--- src/rtl/core/jdc_pkg.sv ---
// Package for the day number / calendar date converter.
// Holds field widths, the fixed-point reciprocal constants and the month tables.
// No dependencies; every other file in rtl/core refers to it by scoped names.
package jdc_pkg;

  localparam int FUNC_W = 1;
  localparam int DAY_W  = 5;
  localparam int MON_W  = 4;
  localparam int YEAR_W = 14;
  localparam int DN_W   = 23;

  // Function codes
  localparam logic [FUNC_W-1:0] FUNC_TO_NUMBER = 1'b0;
  localparam logic [FUNC_W-1:0] FUNC_TO_DATE   = 1'b1;

  // Julian day number, one wider than the stored day number
  localparam int Z_W = DN_W + 1;
  localparam logic [Z_W-1:0] GREG_START_JDN = 24'd2299161;

  localparam logic [YEAR_W-1:0] YEAR_MAX_V = 14'd9999;

  // Century count: floor(y / 100) = (y * 10486) >> 20, exact for y < 16384
  localparam int            CENT_W   = 8;
  localparam logic [13:0]   CENT_MUL = 14'd10486;
  localparam int            CENT_SH  = 20;

  // Gregorian count: floor(n / 146097) = (n * 30103606) >> 42, exact for n < 2^25
  localparam int            GN_W   = 25;
  localparam int            G_W    = 8;
  localparam logic [24:0]   GC_MUL = 25'd30103606;
  localparam int            GC_SH  = 42;
  localparam logic [25:0]   GC_OFS = 26'd7468865;

  // Year count: floor(n / 7305) = (n * 301029878) >> 41, exact for n < 2^28
  localparam int            CN_W   = 28;
  localparam int            C_W    = 15;
  localparam logic [28:0]   CY_MUL = 29'd301029878;
  localparam int            CY_SH  = 41;
  localparam logic [27:0]   CY_OFS = 28'd2442;

  // Day within the shifted year, month term and month code widths
  localparam int R_W  = 9;
  localparam int MT_W = 9;
  localparam int E_W  = 4;

  // floor(30.6001 * k) for k = 0 .. 16
  function automatic logic [MT_W-1:0] mon_term(input logic [4:0] k);
    logic [MT_W-1:0] v;
    case (k)
      5'd0:    v = 9'd0;
      5'd1:    v = 9'd30;
      5'd2:    v = 9'd61;
      5'd3:    v = 9'd91;
      5'd4:    v = 9'd122;
      5'd5:    v = 9'd153;
      5'd6:    v = 9'd183;
      5'd7:    v = 9'd214;
      5'd8:    v = 9'd244;
      5'd9:    v = 9'd275;
      5'd10:   v = 9'd306;
      5'd11:   v = 9'd336;
      5'd12:   v = 9'd367;
      5'd13:   v = 9'd397;
      5'd14:   v = 9'd428;
      5'd15:   v = 9'd459;
      5'd16:   v = 9'd489;
      default: v = 9'd0;
    endcase
    return v;
  endfunction

  // floor(r / 30.6001): largest e whose month term lies below r
  function automatic logic [E_W-1:0] e_of(input logic [R_W-1:0] r);
    logic [E_W-1:0] e;
    e = '0;
    for (int i = 1; i < 16; i++) begin
      if (r > mon_term(5'(i))) e = 4'(i);
    end
    return e;
  endfunction

endpackage

--- src/rtl/core/jdc_if.sv ---
// Request and result channel interfaces of the date converter.
// Depends on jdc_pkg for the field widths.
interface jdc_req_if;
  logic                        valid;
  logic                        ready;
  logic [jdc_pkg::FUNC_W-1:0]  func;
  logic [jdc_pkg::DAY_W-1:0]   day;
  logic [jdc_pkg::MON_W-1:0]   month;
  logic [jdc_pkg::YEAR_W-1:0]  year;
  logic [jdc_pkg::DN_W-1:0]    day_number;

  modport source (output valid, func, day, month, year, day_number, input ready);
  modport sink   (input valid, func, day, month, year, day_number, output ready);
endinterface

interface jdc_rsp_if;
  logic                        valid;
  logic                        ready;
  logic [jdc_pkg::DN_W-1:0]    day_number_out;
  logic [jdc_pkg::DAY_W-1:0]   day_out;
  logic [jdc_pkg::MON_W-1:0]   month_out;
  logic [jdc_pkg::YEAR_W-1:0]  year_out;
  logic                        range_error;

  modport source (output valid, day_number_out, day_out, month_out, year_out, range_error,
                  input ready);
  modport sink   (input valid, day_number_out, day_out, month_out, year_out, range_error,
                  output ready);
endinterface

--- src/rtl/core/julian_day_date_converter.sv ---
// Day number / calendar date converter, seven-stage pipeline.
// Depends on jdc_pkg (constants, month tables) and jdc_if (jdc_req_if, jdc_rsp_if).
//
// Converts in both directions between a calendar date and a stored day number
// (Julian day number minus one). A request with func 0 turns day, month and year
// into a day number, counting January and February as months 13 and 14 of the
// year before and always applying the Gregorian century correction. A request
// with func 1 turns a day number into day, month and year, using the Julian
// calendar before Julian day 2299161 and the Gregorian calendar from then on;
// years outside 1 to 9999 are clamped to 0 or 9999. range_error flags an input
// or result year outside 1 to 9999, and the fields that a function does not
// produce read as zero. The block takes one request per clock while the result
// side is not stalled and returns the results in request order. Every
// stage has its own valid bit and hands on when the stage after it is free, so
// a stall on the result side only stops the stages that are full and empty
// stages keep taking requests. The pipe depth is set by the chain of the reverse
// conversion: the two reciprocal multiplications (Gregorian cycle and year
// count) sit in separate stages, followed by the day within the year, the month
// code and the output register; no state survives from one request to the next.
module julian_day_date_converter (
  input  logic         clk,
  input  logic         rst_n,
  jdc_req_if.sink      in_chan,
  jdc_rsp_if.source    out_chan
);

  // ---------------------------------------------------------------------------
  // Stage valid bits and enables: a stage loads when it is empty or when the
  // stage after it loads as well.
  // ---------------------------------------------------------------------------
  logic v1_r, v2_r, v3_r, v4_r, v5_r, v6_r, v7_r;
  logic en1, en2, en3, en4, en5, en6, en7;

  assign en7 = !v7_r || out_chan.ready;
  assign en6 = !v6_r || en7;
  assign en5 = !v5_r || en6;
  assign en4 = !v4_r || en5;
  assign en3 = !v3_r || en4;
  assign en2 = !v2_r || en3;
  assign en1 = !v1_r || en2;

  assign in_chan.ready = en1;

  always_ff @(posedge clk) begin
    if (!rst_n) begin
      v1_r <= 1'b0;
      v2_r <= 1'b0;
      v3_r <= 1'b0;
      v4_r <= 1'b0;
      v5_r <= 1'b0;
      v6_r <= 1'b0;
      v7_r <= 1'b0;
    end else begin
      if (en1) v1_r <= in_chan.valid;
      if (en2) v2_r <= v1_r;
      if (en3) v3_r <= v2_r;
      if (en4) v4_r <= v3_r;
      if (en5) v5_r <= v4_r;
      if (en6) v6_r <= v5_r;
      if (en7) v7_r <= v6_r;
    end
  end

  // ---------------------------------------------------------------------------
  // Stage 1: shift January and February into the year before, look up the
  // month term, and form the Julian day number with its Gregorian offset.
  // ---------------------------------------------------------------------------
  logic                          early;
  logic [4:0]                    madj;
  logic [jdc_pkg::YEAR_W-1:0]    s1_ys_nxt;
  logic [14:0]                   s1_yp_nxt;
  logic [jdc_pkg::MT_W-1:0]      s1_mterm_nxt;
  logic                          s1_yerr_nxt;
  logic [jdc_pkg::Z_W-1:0]       s1_z_nxt;
  logic                          s1_greg_nxt;
  logic [25:0]                   gdiff;
  logic [jdc_pkg::GN_W-1:0]      s1_ng_nxt;

  always_comb begin
    early        = (in_chan.month <= 4'd2);
    madj         = early ? (5'(in_chan.month) + 5'd12) : 5'(in_chan.month);
    s1_mterm_nxt = jdc_pkg::mon_term(madj + 5'd1);
    // The century count of year -1 is zero, so clip it at zero
    s1_ys_nxt    = (early && (in_chan.year == '0)) ? '0
                 : (in_chan.year - 14'(early));
    s1_yp_nxt    = 15'(in_chan.year) + 15'd4716 - 15'(early);
    s1_yerr_nxt  = (in_chan.year == '0) || (in_chan.year > jdc_pkg::YEAR_MAX_V);
    s1_z_nxt     = 24'(in_chan.day_number) + 24'd1;
    s1_greg_nxt  = (s1_z_nxt >= jdc_pkg::GREG_START_JDN);
    gdiff        = {s1_z_nxt, 2'b00} - jdc_pkg::GC_OFS;
    s1_ng_nxt    = gdiff[jdc_pkg::GN_W-1:0];
  end

  logic [jdc_pkg::FUNC_W-1:0]    s1_fn_r;
  logic [jdc_pkg::DAY_W-1:0]     s1_day_r;
  logic [jdc_pkg::YEAR_W-1:0]    s1_ys_r;
  logic [14:0]                   s1_yp_r;
  logic [jdc_pkg::MT_W-1:0]      s1_mterm_r;
  logic                          s1_yerr_r;
  logic [jdc_pkg::Z_W-1:0]       s1_z_r;
  logic                          s1_greg_r;
  logic [jdc_pkg::GN_W-1:0]      s1_ng_r;

  always_ff @(posedge clk) begin
    if (en1) begin
      s1_fn_r    <= in_chan.func;
      s1_day_r   <= in_chan.day;
      s1_ys_r    <= s1_ys_nxt;
      s1_yp_r    <= s1_yp_nxt;
      s1_mterm_r <= s1_mterm_nxt;
      s1_yerr_r  <= s1_yerr_nxt;
      s1_z_r     <= s1_z_nxt;
      s1_greg_r  <= s1_greg_nxt;
      s1_ng_r    <= s1_ng_nxt;
    end
  end

  // ---------------------------------------------------------------------------
  // Stage 2: year term 365.25 * (y + 4716), century count and Gregorian cycle
  // count, each by a constant multiplication.
  // ---------------------------------------------------------------------------
  logic [25:0]                   yprod;
  logic [27:0]                   cprod;
  logic [49:0]                   gprod;
  logic [23:0]                   s2_yterm_nxt;
  logic [jdc_pkg::CENT_W-1:0]    s2_cent_nxt;
  logic [jdc_pkg::G_W-1:0]       s2_g_nxt;

  always_comb begin
    yprod        = 26'(s1_yp_r) * 26'd1461;
    cprod        = 28'(s1_ys_r) * 28'(jdc_pkg::CENT_MUL);
    gprod        = 50'(s1_ng_r) * 50'(jdc_pkg::GC_MUL);
    s2_yterm_nxt = yprod[25:2];
    s2_cent_nxt  = cprod[jdc_pkg::CENT_SH +: jdc_pkg::CENT_W];
    s2_g_nxt     = gprod[jdc_pkg::GC_SH +: jdc_pkg::G_W];
  end

  logic [jdc_pkg::FUNC_W-1:0]    s2_fn_r;
  logic [jdc_pkg::DAY_W-1:0]     s2_day_r;
  logic [jdc_pkg::MT_W-1:0]      s2_mterm_r;
  logic                          s2_yerr_r;
  logic [23:0]                   s2_yterm_r;
  logic [jdc_pkg::CENT_W-1:0]    s2_cent_r;
  logic [jdc_pkg::Z_W-1:0]       s2_z_r;
  logic                          s2_greg_r;
  logic [jdc_pkg::G_W-1:0]       s2_g_r;

  always_ff @(posedge clk) begin
    if (en2) begin
      s2_fn_r    <= s1_fn_r;
      s2_day_r   <= s1_day_r;
      s2_mterm_r <= s1_mterm_r;
      s2_yerr_r  <= s1_yerr_r;
      s2_yterm_r <= s2_yterm_nxt;
      s2_cent_r  <= s2_cent_nxt;
      s2_z_r     <= s1_z_r;
      s2_greg_r  <= s1_greg_r;
      s2_g_r     <= s2_g_nxt;
    end
  end

  // ---------------------------------------------------------------------------
  // Stage 3: finish the day number; for the reverse direction apply the
  // Gregorian correction and form the numerator of the year count.
  // ---------------------------------------------------------------------------
  logic [24:0]                   dsum;
  logic [jdc_pkg::DN_W-1:0]      s3_dn_nxt;
  logic [jdc_pkg::Z_W-1:0]       a_val;
  logic [jdc_pkg::Z_W-1:0]       s3_b_nxt;
  logic [jdc_pkg::CN_W-1:0]      s3_n2_nxt;

  always_comb begin
    // The year term alone keeps the sum well above zero: no clamp needed
    dsum      = 25'(s2_yterm_r) + 25'(s2_mterm_r) + 25'(s2_day_r) + 25'd2
              + 25'(s2_cent_r >> 2) - 25'(s2_cent_r) - 25'd1525;
    s3_dn_nxt = dsum[jdc_pkg::DN_W-1:0];
    a_val     = s2_greg_r ? (s2_z_r + 24'(s2_g_r) + 24'd1 - 24'(s2_g_r >> 2)) : s2_z_r;
    s3_b_nxt  = a_val + 24'd1524;
    // 20 * b - 2442, the year count numerator scaled down by five
    s3_n2_nxt = {s3_b_nxt, 4'b0000} + 28'({s3_b_nxt, 2'b00}) - jdc_pkg::CY_OFS;
  end

  logic [jdc_pkg::FUNC_W-1:0]    s3_fn_r;
  logic                          s3_yerr_r;
  logic [jdc_pkg::DN_W-1:0]      s3_dn_r;
  logic [jdc_pkg::Z_W-1:0]       s3_b_r;
  logic [jdc_pkg::CN_W-1:0]      s3_n2_r;

  always_ff @(posedge clk) begin
    if (en3) begin
      s3_fn_r   <= s2_fn_r;
      s3_yerr_r <= s2_yerr_r;
      s3_dn_r   <= s3_dn_nxt;
      s3_b_r    <= s3_b_nxt;
      s3_n2_r   <= s3_n2_nxt;
    end
  end

  // ---------------------------------------------------------------------------
  // Stage 4: year count c = floor((20b - 2442) / 7305) by reciprocal.
  // ---------------------------------------------------------------------------
  logic [56:0]                   yc_prod;
  logic [jdc_pkg::C_W-1:0]       s4_c_nxt;

  always_comb begin
    yc_prod  = 57'(s3_n2_r) * 57'(jdc_pkg::CY_MUL);
    s4_c_nxt = yc_prod[jdc_pkg::CY_SH +: jdc_pkg::C_W];
  end

  logic [jdc_pkg::FUNC_W-1:0]    s4_fn_r;
  logic                          s4_yerr_r;
  logic [jdc_pkg::DN_W-1:0]      s4_dn_r;
  logic [jdc_pkg::Z_W-1:0]       s4_b_r;
  logic [jdc_pkg::C_W-1:0]       s4_c_r;

  always_ff @(posedge clk) begin
    if (en4) begin
      s4_fn_r   <= s3_fn_r;
      s4_yerr_r <= s3_yerr_r;
      s4_dn_r   <= s3_dn_r;
      s4_b_r    <= s3_b_r;
      s4_c_r    <= s4_c_nxt;
    end
  end

  // ---------------------------------------------------------------------------
  // Stage 5: day within the shifted year, b - floor(365.25 * c).
  // ---------------------------------------------------------------------------
  logic [25:0]                   dd_prod;
  logic [jdc_pkg::Z_W-1:0]       rdiff;
  logic [jdc_pkg::R_W-1:0]       s5_r_nxt;

  always_comb begin
    dd_prod  = 26'(s4_c_r) * 26'd1461;
    rdiff    = s4_b_r - dd_prod[25:2];
    s5_r_nxt = rdiff[jdc_pkg::R_W-1:0];
  end

  logic [jdc_pkg::FUNC_W-1:0]    s5_fn_r;
  logic                          s5_yerr_r;
  logic [jdc_pkg::DN_W-1:0]      s5_dn_r;
  logic [jdc_pkg::C_W-1:0]       s5_c_r;
  logic [jdc_pkg::R_W-1:0]       s5_r_r;

  always_ff @(posedge clk) begin
    if (en5) begin
      s5_fn_r   <= s4_fn_r;
      s5_yerr_r <= s4_yerr_r;
      s5_dn_r   <= s4_dn_r;
      s5_c_r    <= s4_c_r;
      s5_r_r    <= s5_r_nxt;
    end
  end

  // ---------------------------------------------------------------------------
  // Stage 6: month code e = floor(r / 30.6001) against the threshold table.
  // ---------------------------------------------------------------------------
  logic [jdc_pkg::FUNC_W-1:0]    s6_fn_r;
  logic                          s6_yerr_r;
  logic [jdc_pkg::DN_W-1:0]      s6_dn_r;
  logic [jdc_pkg::C_W-1:0]       s6_c_r;
  logic [jdc_pkg::R_W-1:0]       s6_r_r;
  logic [jdc_pkg::E_W-1:0]       s6_e_r;

  always_ff @(posedge clk) begin
    if (en6) begin
      s6_fn_r   <= s5_fn_r;
      s6_yerr_r <= s5_yerr_r;
      s6_dn_r   <= s5_dn_r;
      s6_c_r    <= s5_c_r;
      s6_r_r    <= s5_r_r;
      s6_e_r    <= jdc_pkg::e_of(s5_r_r);
    end
  end

  // ---------------------------------------------------------------------------
  // Stage 7, output register: day, month and clamped year, or the day number.
  // ---------------------------------------------------------------------------
  logic [jdc_pkg::R_W-1:0]       dday;
  logic [jdc_pkg::MON_W-1:0]     mon;
  logic signed [15:0]            ysg;
  logic [jdc_pkg::DN_W-1:0]      o_dn_nxt;
  logic [jdc_pkg::DAY_W-1:0]     o_day_nxt;
  logic [jdc_pkg::MON_W-1:0]     o_mon_nxt;
  logic [jdc_pkg::YEAR_W-1:0]    o_year_nxt;
  logic                          o_err_nxt;

  always_comb begin
    dday = s6_r_r - jdc_pkg::mon_term(5'(s6_e_r));
    mon  = (s6_e_r < 4'd14) ? (s6_e_r - 4'd1) : (s6_e_r - 4'd13);
    ysg  = $signed(16'(s6_c_r)) - ((mon > 4'd2) ? 16'sd4716 : 16'sd4715);
    o_dn_nxt   = '0;
    o_day_nxt  = '0;
    o_mon_nxt  = '0;
    o_year_nxt = '0;
    o_err_nxt  = 1'b0;
    if (s6_fn_r == jdc_pkg::FUNC_TO_NUMBER) begin
      o_dn_nxt  = s6_dn_r;
      o_err_nxt = s6_yerr_r;
    end else begin
      o_day_nxt = dday[jdc_pkg::DAY_W-1:0];
      o_mon_nxt = mon;
      // Clamp the year and flag it when it falls outside the calendar range
      if (ysg < 16'sd1) begin
        o_err_nxt = 1'b1;
      end else if (ysg > 16'sd9999) begin
        o_year_nxt = jdc_pkg::YEAR_MAX_V;
        o_err_nxt  = 1'b1;
      end else begin
        o_year_nxt = ysg[jdc_pkg::YEAR_W-1:0];
      end
    end
  end

  logic [jdc_pkg::DN_W-1:0]      o_dn_r;
  logic [jdc_pkg::DAY_W-1:0]     o_day_r;
  logic [jdc_pkg::MON_W-1:0]     o_mon_r;
  logic [jdc_pkg::YEAR_W-1:0]    o_year_r;
  logic                          o_err_r;

  always_ff @(posedge clk) begin
    if (en7) begin
      o_dn_r   <= o_dn_nxt;
      o_day_r  <= o_day_nxt;
      o_mon_r  <= o_mon_nxt;
      o_year_r <= o_year_nxt;
      o_err_r  <= o_err_nxt;
    end
  end

  assign out_chan.valid          = v7_r;
  assign out_chan.day_number_out = o_dn_r;
  assign out_chan.day_out        = o_day_r;
  assign out_chan.month_out      = o_mon_r;
  assign out_chan.year_out       = o_year_r;
  assign out_chan.range_error    = o_err_r;

  // ---------------------------------------------------------------------------
  // Assertions
  // ---------------------------------------------------------------------------

  // An empty output register must leave the whole pipe open to a new request
  a_ready_when_empty: assert property (@(posedge clk) disable iff (!rst_n)
    !v7_r |-> in_chan.ready)
    else $error("request refused while the output register is empty");

  // A date result carries a real day and month and no day number
  a_date_fields: assert property (@(posedge clk) disable iff (!rst_n)
    (v7_r && (o_mon_r != '0)) |-> ((o_mon_r <= 4'd12) && (o_day_r != '0) && (o_dn_r == '0)))
    else $error("date result with bad month, day or stray day number");

  // A day number result leaves the date fields at zero
  a_number_fields: assert property (@(posedge clk) disable iff (!rst_n)
    (v7_r && (o_dn_r != '0)) |-> ((o_day_r == '0) && (o_mon_r == '0) && (o_year_r == '0)))
    else $error("day number result with stray date fields");

  // A flagged date result holds a clamped year
  a_year_clamp: assert property (@(posedge clk) disable iff (!rst_n)
    (v7_r && o_err_r && (o_mon_r != '0)) |->
      ((o_year_r == '0) || (o_year_r == jdc_pkg::YEAR_MAX_V)))
    else $error("range error on a date result without a clamped year");

endmodule
--- src/flat_wrapper.sv ---
// flat-port wrapper written by rule: the top's interface ports become plain ports
module julian_day_date_converter_flat 
  (clk, rst_n, in_chan_valid, in_chan_func, in_chan_day, in_chan_month, in_chan_year, in_chan_day_number, in_chan_ready, out_chan_valid, out_chan_day_number_out, out_chan_day_out, out_chan_month_out, out_chan_year_out, out_chan_range_error, out_chan_ready);
  jdc_req_if in_chan_i ();
  jdc_rsp_if out_chan_i ();
  input  logic clk;
  input  logic rst_n;
  input wire logic [$bits(in_chan_i.valid)-1:0] in_chan_valid;
  input wire logic [$bits(in_chan_i.func)-1:0] in_chan_func;
  input wire logic [$bits(in_chan_i.day)-1:0] in_chan_day;
  input wire logic [$bits(in_chan_i.month)-1:0] in_chan_month;
  input wire logic [$bits(in_chan_i.year)-1:0] in_chan_year;
  input wire logic [$bits(in_chan_i.day_number)-1:0] in_chan_day_number;
  output wire logic [$bits(in_chan_i.ready)-1:0] in_chan_ready;
  output wire logic [$bits(out_chan_i.valid)-1:0] out_chan_valid;
  output wire logic [$bits(out_chan_i.day_number_out)-1:0] out_chan_day_number_out;
  output wire logic [$bits(out_chan_i.day_out)-1:0] out_chan_day_out;
  output wire logic [$bits(out_chan_i.month_out)-1:0] out_chan_month_out;
  output wire logic [$bits(out_chan_i.year_out)-1:0] out_chan_year_out;
  output wire logic [$bits(out_chan_i.range_error)-1:0] out_chan_range_error;
  input wire logic [$bits(out_chan_i.ready)-1:0] out_chan_ready;
  assign in_chan_i.valid = in_chan_valid;
  assign in_chan_i.func = in_chan_func;
  assign in_chan_i.day = in_chan_day;
  assign in_chan_i.month = in_chan_month;
  assign in_chan_i.year = in_chan_year;
  assign in_chan_i.day_number = in_chan_day_number;
  assign in_chan_ready = in_chan_i.ready;
  assign out_chan_valid = out_chan_i.valid;
  assign out_chan_day_number_out = out_chan_i.day_number_out;
  assign out_chan_day_out = out_chan_i.day_out;
  assign out_chan_month_out = out_chan_i.month_out;
  assign out_chan_year_out = out_chan_i.year_out;
  assign out_chan_range_error = out_chan_i.range_error;
  assign out_chan_i.ready = out_chan_ready;
  julian_day_date_converter u_core (.clk(clk), .rst_n(rst_n), .in_chan(in_chan_i), .out_chan(out_chan_i));
endmodule
--- config.mk ---
export PLATFORM = sky130hd
export DESIGN_NAME = julian_day_date_converter_flat
export DESIGN_NICKNAME = d
export VERILOG_FILES = /design/src/rtl/core/jdc_pkg.sv /design/src/rtl/core/jdc_if.sv /design/src/rtl/core/julian_day_date_converter.sv /design/src/flat_wrapper.sv
export SDC_FILE = /design/constraint.sdc
export NUM_CORES = 2
export LEC_CHECK = 0
export BUFFER_PORTS_ARGS = -buffer_cell sky130_fd_sc_hd__buf_2
export CELL_PAD_IN_SITES_DETAIL_PLACEMENT = 1
export CELL_PAD_IN_SITES_GLOBAL_PLACEMENT = 1
export CORE_MARGIN = 2
export CORE_UTILIZATION = 58
export CTS_BUF_LIST = sky130_fd_sc_hd__clkbuf_8
export CTS_CLUSTER_SIZE = 40
export DETAILED_ROUTE_END_ITERATION = 10
export GPL_ROUTABILITY_DRIVEN = 0
export GPL_TIMING_DRIVEN = 0
export PLACE_DENSITY_LB_ADDON = 0.1
export SLEW_MARGIN = 25
export SYNTH_ARGS = -nofsm -noshare
export SYNTH_HDL_FRONTEND = slang
export SYNTH_SLANG_ARGS = --single-unit
--- constraint.sdc ---
create_clock -name clk -period 13.4 [get_ports clk]
set_clock_uncertainty 0.1 [all_clocks]
set_input_delay 0.67 -clock clk [delete_from_list [all_inputs] [get_ports clk]]
set_output_delay 0.67 -clock clk [all_outputs]
set_load 0.01 [all_outputs]
==> run metrics <==
outcome completed; critical path launch point type flop; DIE WIDTH 305 um; Least-Margin Pin Slew 1.03 ns; Total GRT Usage 0.313; most frequent cells in the layout inv_1, ha_1, fa_1, edfxtp_1, xnor2_1; total CTS buffers 81; Worst R2R Setup Slack 4.69 ns; root buffer cell clkbuf_8; die area 92,800 sq um; Yosys warning total 0; flops & latches, synth 434; CP max FO 10; Avg Cell Area, Syn 10.8 sq um; num rows 110; TritonCTS clock tree yes; drt via density 5.63; Crit Path Class reg2reg; worst path arrival time 9.04 ns; H-tree depth 3; Layout Utilization 0.626; largest family of logic cells by synthesized area adder cells; first-pass GRT wire length 224,000 um; chip height 305 um; share of the synthesized area in the top cell type 0.270; post-CTS sizing 0; port bufs 96; post-CTS setup buffers 0; Post-Synth Adder-Cell Area 0.483; post-route clock period utilization 0.650; Layout fillers 9,589; ranking of synthesized cells by area fa_1, edfxtp_1, ha_1; pre-CTS setup slack 4.86 ns; Worst EP required 13.74 ns; placed insts 6,113; largest net degree at the start of global routing 53; post-synthesis cell count 4,834; Remaining Overflow, GRT 0; MaxCap Viol Count 0; register area share after synthesis 0.247; max-slew violations 0; 1st-iter DRT viols 1,866; portion of netlist area occupied by mux cells 0.00341; NumNets Final 6,671; antenna violations before repair 13; I/O pins 100; Synth cell types 93; Worst Setup Slack, final 4.69 ns; Final Hold Viols 0; Yosys top cell by area fa_1; clk buf depth 3; ys flop type edfxtp_1; # hold bufs at CTS 2; HP Class in2reg; Worst-Skew Late Latency 0.72 ns; FFs w/ async S/R, synth 0; most common cell after layout, fill and taps aside inv_1; vias in the first global route 40,900; Post-Syn Area 52,400 sq um; worst r2r src u_core.s1_ng_r[2]$_DFFE_PP_; HP Start in_chan_day[3]; Hold EP u_core.s1_day_r[3]$_DFFE_PP_; core area 89,700 sq um; Finished Layout Cells 6,263; DRC violations left 0; Final HPWL DP 118,000 um; Worst Hold Path Cells 1; Sink Count 434; max_slew headroom 0.307; fmax 115 MHz; proportion of layout cells with a drive suffix above 1 0.0519; number of enable flip-flop cells after synthesis 427; clock-pin transition on the worst setup and hold timing paths 0.07 ns; Routed Antenna Nets 0; via count 35,300; final setup vio count 0; setup_tns 0 ns; Simple-Gate Fraction of Synth Area 0.0575; post-route minimum period 8.71 ns; final wirelength 139,000 um; RSZ-0062 raised after global routing no; Initial Util 0.584; area fraction in compound gates after synthesis 0.0688; Synthesized Nets 6,483; crit end category flop; synthesis-to-layout area growth 7.19%; post-synthesis xor/xnor area fraction 0.0380; FF-to-FF path depth 23; WL/cell 22.3 um; r2r endpoint u_core.s2_g_r[4]$_DFFE_PP_; first drt pass iteration count 8
[state kept, by name, indices dropped and copies added, names as in the netlist, 15 cells and up]
register and count:
u_core.s3_n2_r 26, u_core.s1_z_r 24, u_core.s2_z_r 24, u_core.out_chan.day_number_out 23, u_core.s1_ng_r 23, u_core.s2_yterm_r 23, u_core.s3_dn_r 23, u_core.s4_dn_r 23
u_core.s5_dn_r 23, u_core.s6_dn_r 23, u_core.s1_yp_r 15, u_core.s4_c_r 15, u_core.s5_c_r 15, u_core.s6_c_r 15
[how the worst max path moves through the flow]
stage | startpoint | end | slack (ns) | depth (start not counted)
after floorplan | u_core.s3_n2_r[14]$_DFFE_PP_ | u_core.s4_c_r[9]$_DFFE_PP_ | 6.39 | 23
after CTS | u_core.s1_ng_r[2]$_DFFE_PP_ | u_core.s2_g_r[4]$_DFFE_PP_ | 4.80 | 23
after global placement | u_core.s1_ng_r[2]$_DFFE_PP_ | u_core.s2_g_r[4]$_DFFE_PP_ | 4.99 | 23
after detailed placement | u_core.s1_ng_r[2]$_DFFE_PP_ | u_core.s2_g_r[4]$_DFFE_PP_ | 4.86 | 23
final | u_core.s1_ng_r[2]$_DFFE_PP_ | u_core.s2_g_r[4]$_DFFE_PP_ | 4.69 | 23
after global routing | u_core.s1_ng_r[2]$_DFFE_PP_ | u_core.s2_g_r[4]$_DFFE_PP_ | 4.36 | 23
[critical path, cell delays in order (launching register included)]
cell,delay [ns]
edfxtp_1,0.65
inv_1,0.37
fa_1,0.61
inv_1,0.05
fa_1,0.50
fa_1,0.58
inv_1,0.08
fa_1,0.52
fa_1,0.54
fa_1,0.55
inv_1,0.06
fa_1,0.48
ha_1,0.41
nand3_1,0.12
nor3_1,0.16
nand2_1,0.23
nor4_1,0.90
and2_1,0.24
and4_1,0.36
o21ai_0,0.21
and2_1,0.19
nand2b_1,0.11
a21oi_1,0.09
xnor2_1,0.33
[Yosys cell counts, types with 16 or more instances]
master,count
inv_1,1389
ha_1,891
fa_1,707
edfxtp_1,427
xnor2_1,157
nor2_1,155
a21oi_1,151
nand2_1,102
o21ai_0,87
a21o_1,73
xor2_1,68
nand3_1,62
nor2b_1,54
nor3_1,50
and3_1,28
clkbuf_1,27
o21a_1,27
a211oi_1,22
nand4_1,21
or3_1,20
o21bai_1,19
and2_1,17
a31oi_1,16
nor4_1,16
[cell families (layout without fill, tap and decap cells)]
logic type	Yosys count	count (layout)
compound gates	541	541
buf+inv	1425	1674
other cells	0	4
flops	434	434
mux	16	16
simple gates	594	594
fa+ha+maj	1598	1598
xor+xnor	226	226
[final cells by class]
type | count | area (sq um) | share of cell area
Sequential cell | 434 | 13000 | 0.231
Multi-Input combinational cell | 2975 | 34100 | 0.607
Antenna cell | 4 | 10.0 | 0.000178
Clock inverter | 61 | 450 | 0.00801
Buffer | 36 | 156 | 0.00278
Tap cell | 1176 | 1470 | 0.0262
Clock buffer | 83 | 1140 | 0.0203
Inverter | 1389 | 5220 | 0.0930
Timing Repair Buffer | 105 | 663 | 0.0118
[per-stage QoR]
step           area [sq um]  hold WS [ns]
3_3_place_gp          54400         0.301
3_5_place_dp          54600         0.306
5_1_grt               56200        0.0414
4_1_cts               56200        0.0126
6_report              56200        0.0704
2_1_floorplan         52400         0.300
[layer usage]
| layer | wire (um) | vias to the layer above | part of all wire | track usage |
|---|---|---|---|---|
| met4 | 6290 | 18 | 0.045 | 0.126 |
| met2 | 72600 | 862 | 0.52 | 0.568 |
| met5 | 103 | - | 0.00074 | 0 |
| met1 | 53600 | 18100 | 0.38 | 0.370 |
| li1 | - | 16000 | - | - |
| met3 | 6970 | 362 | 0.050 | 0.0480 |
Power is left out: the tool's default activity adds up to more than one toggle a clock period on the data nets, which glitch-free logic cannot reach.
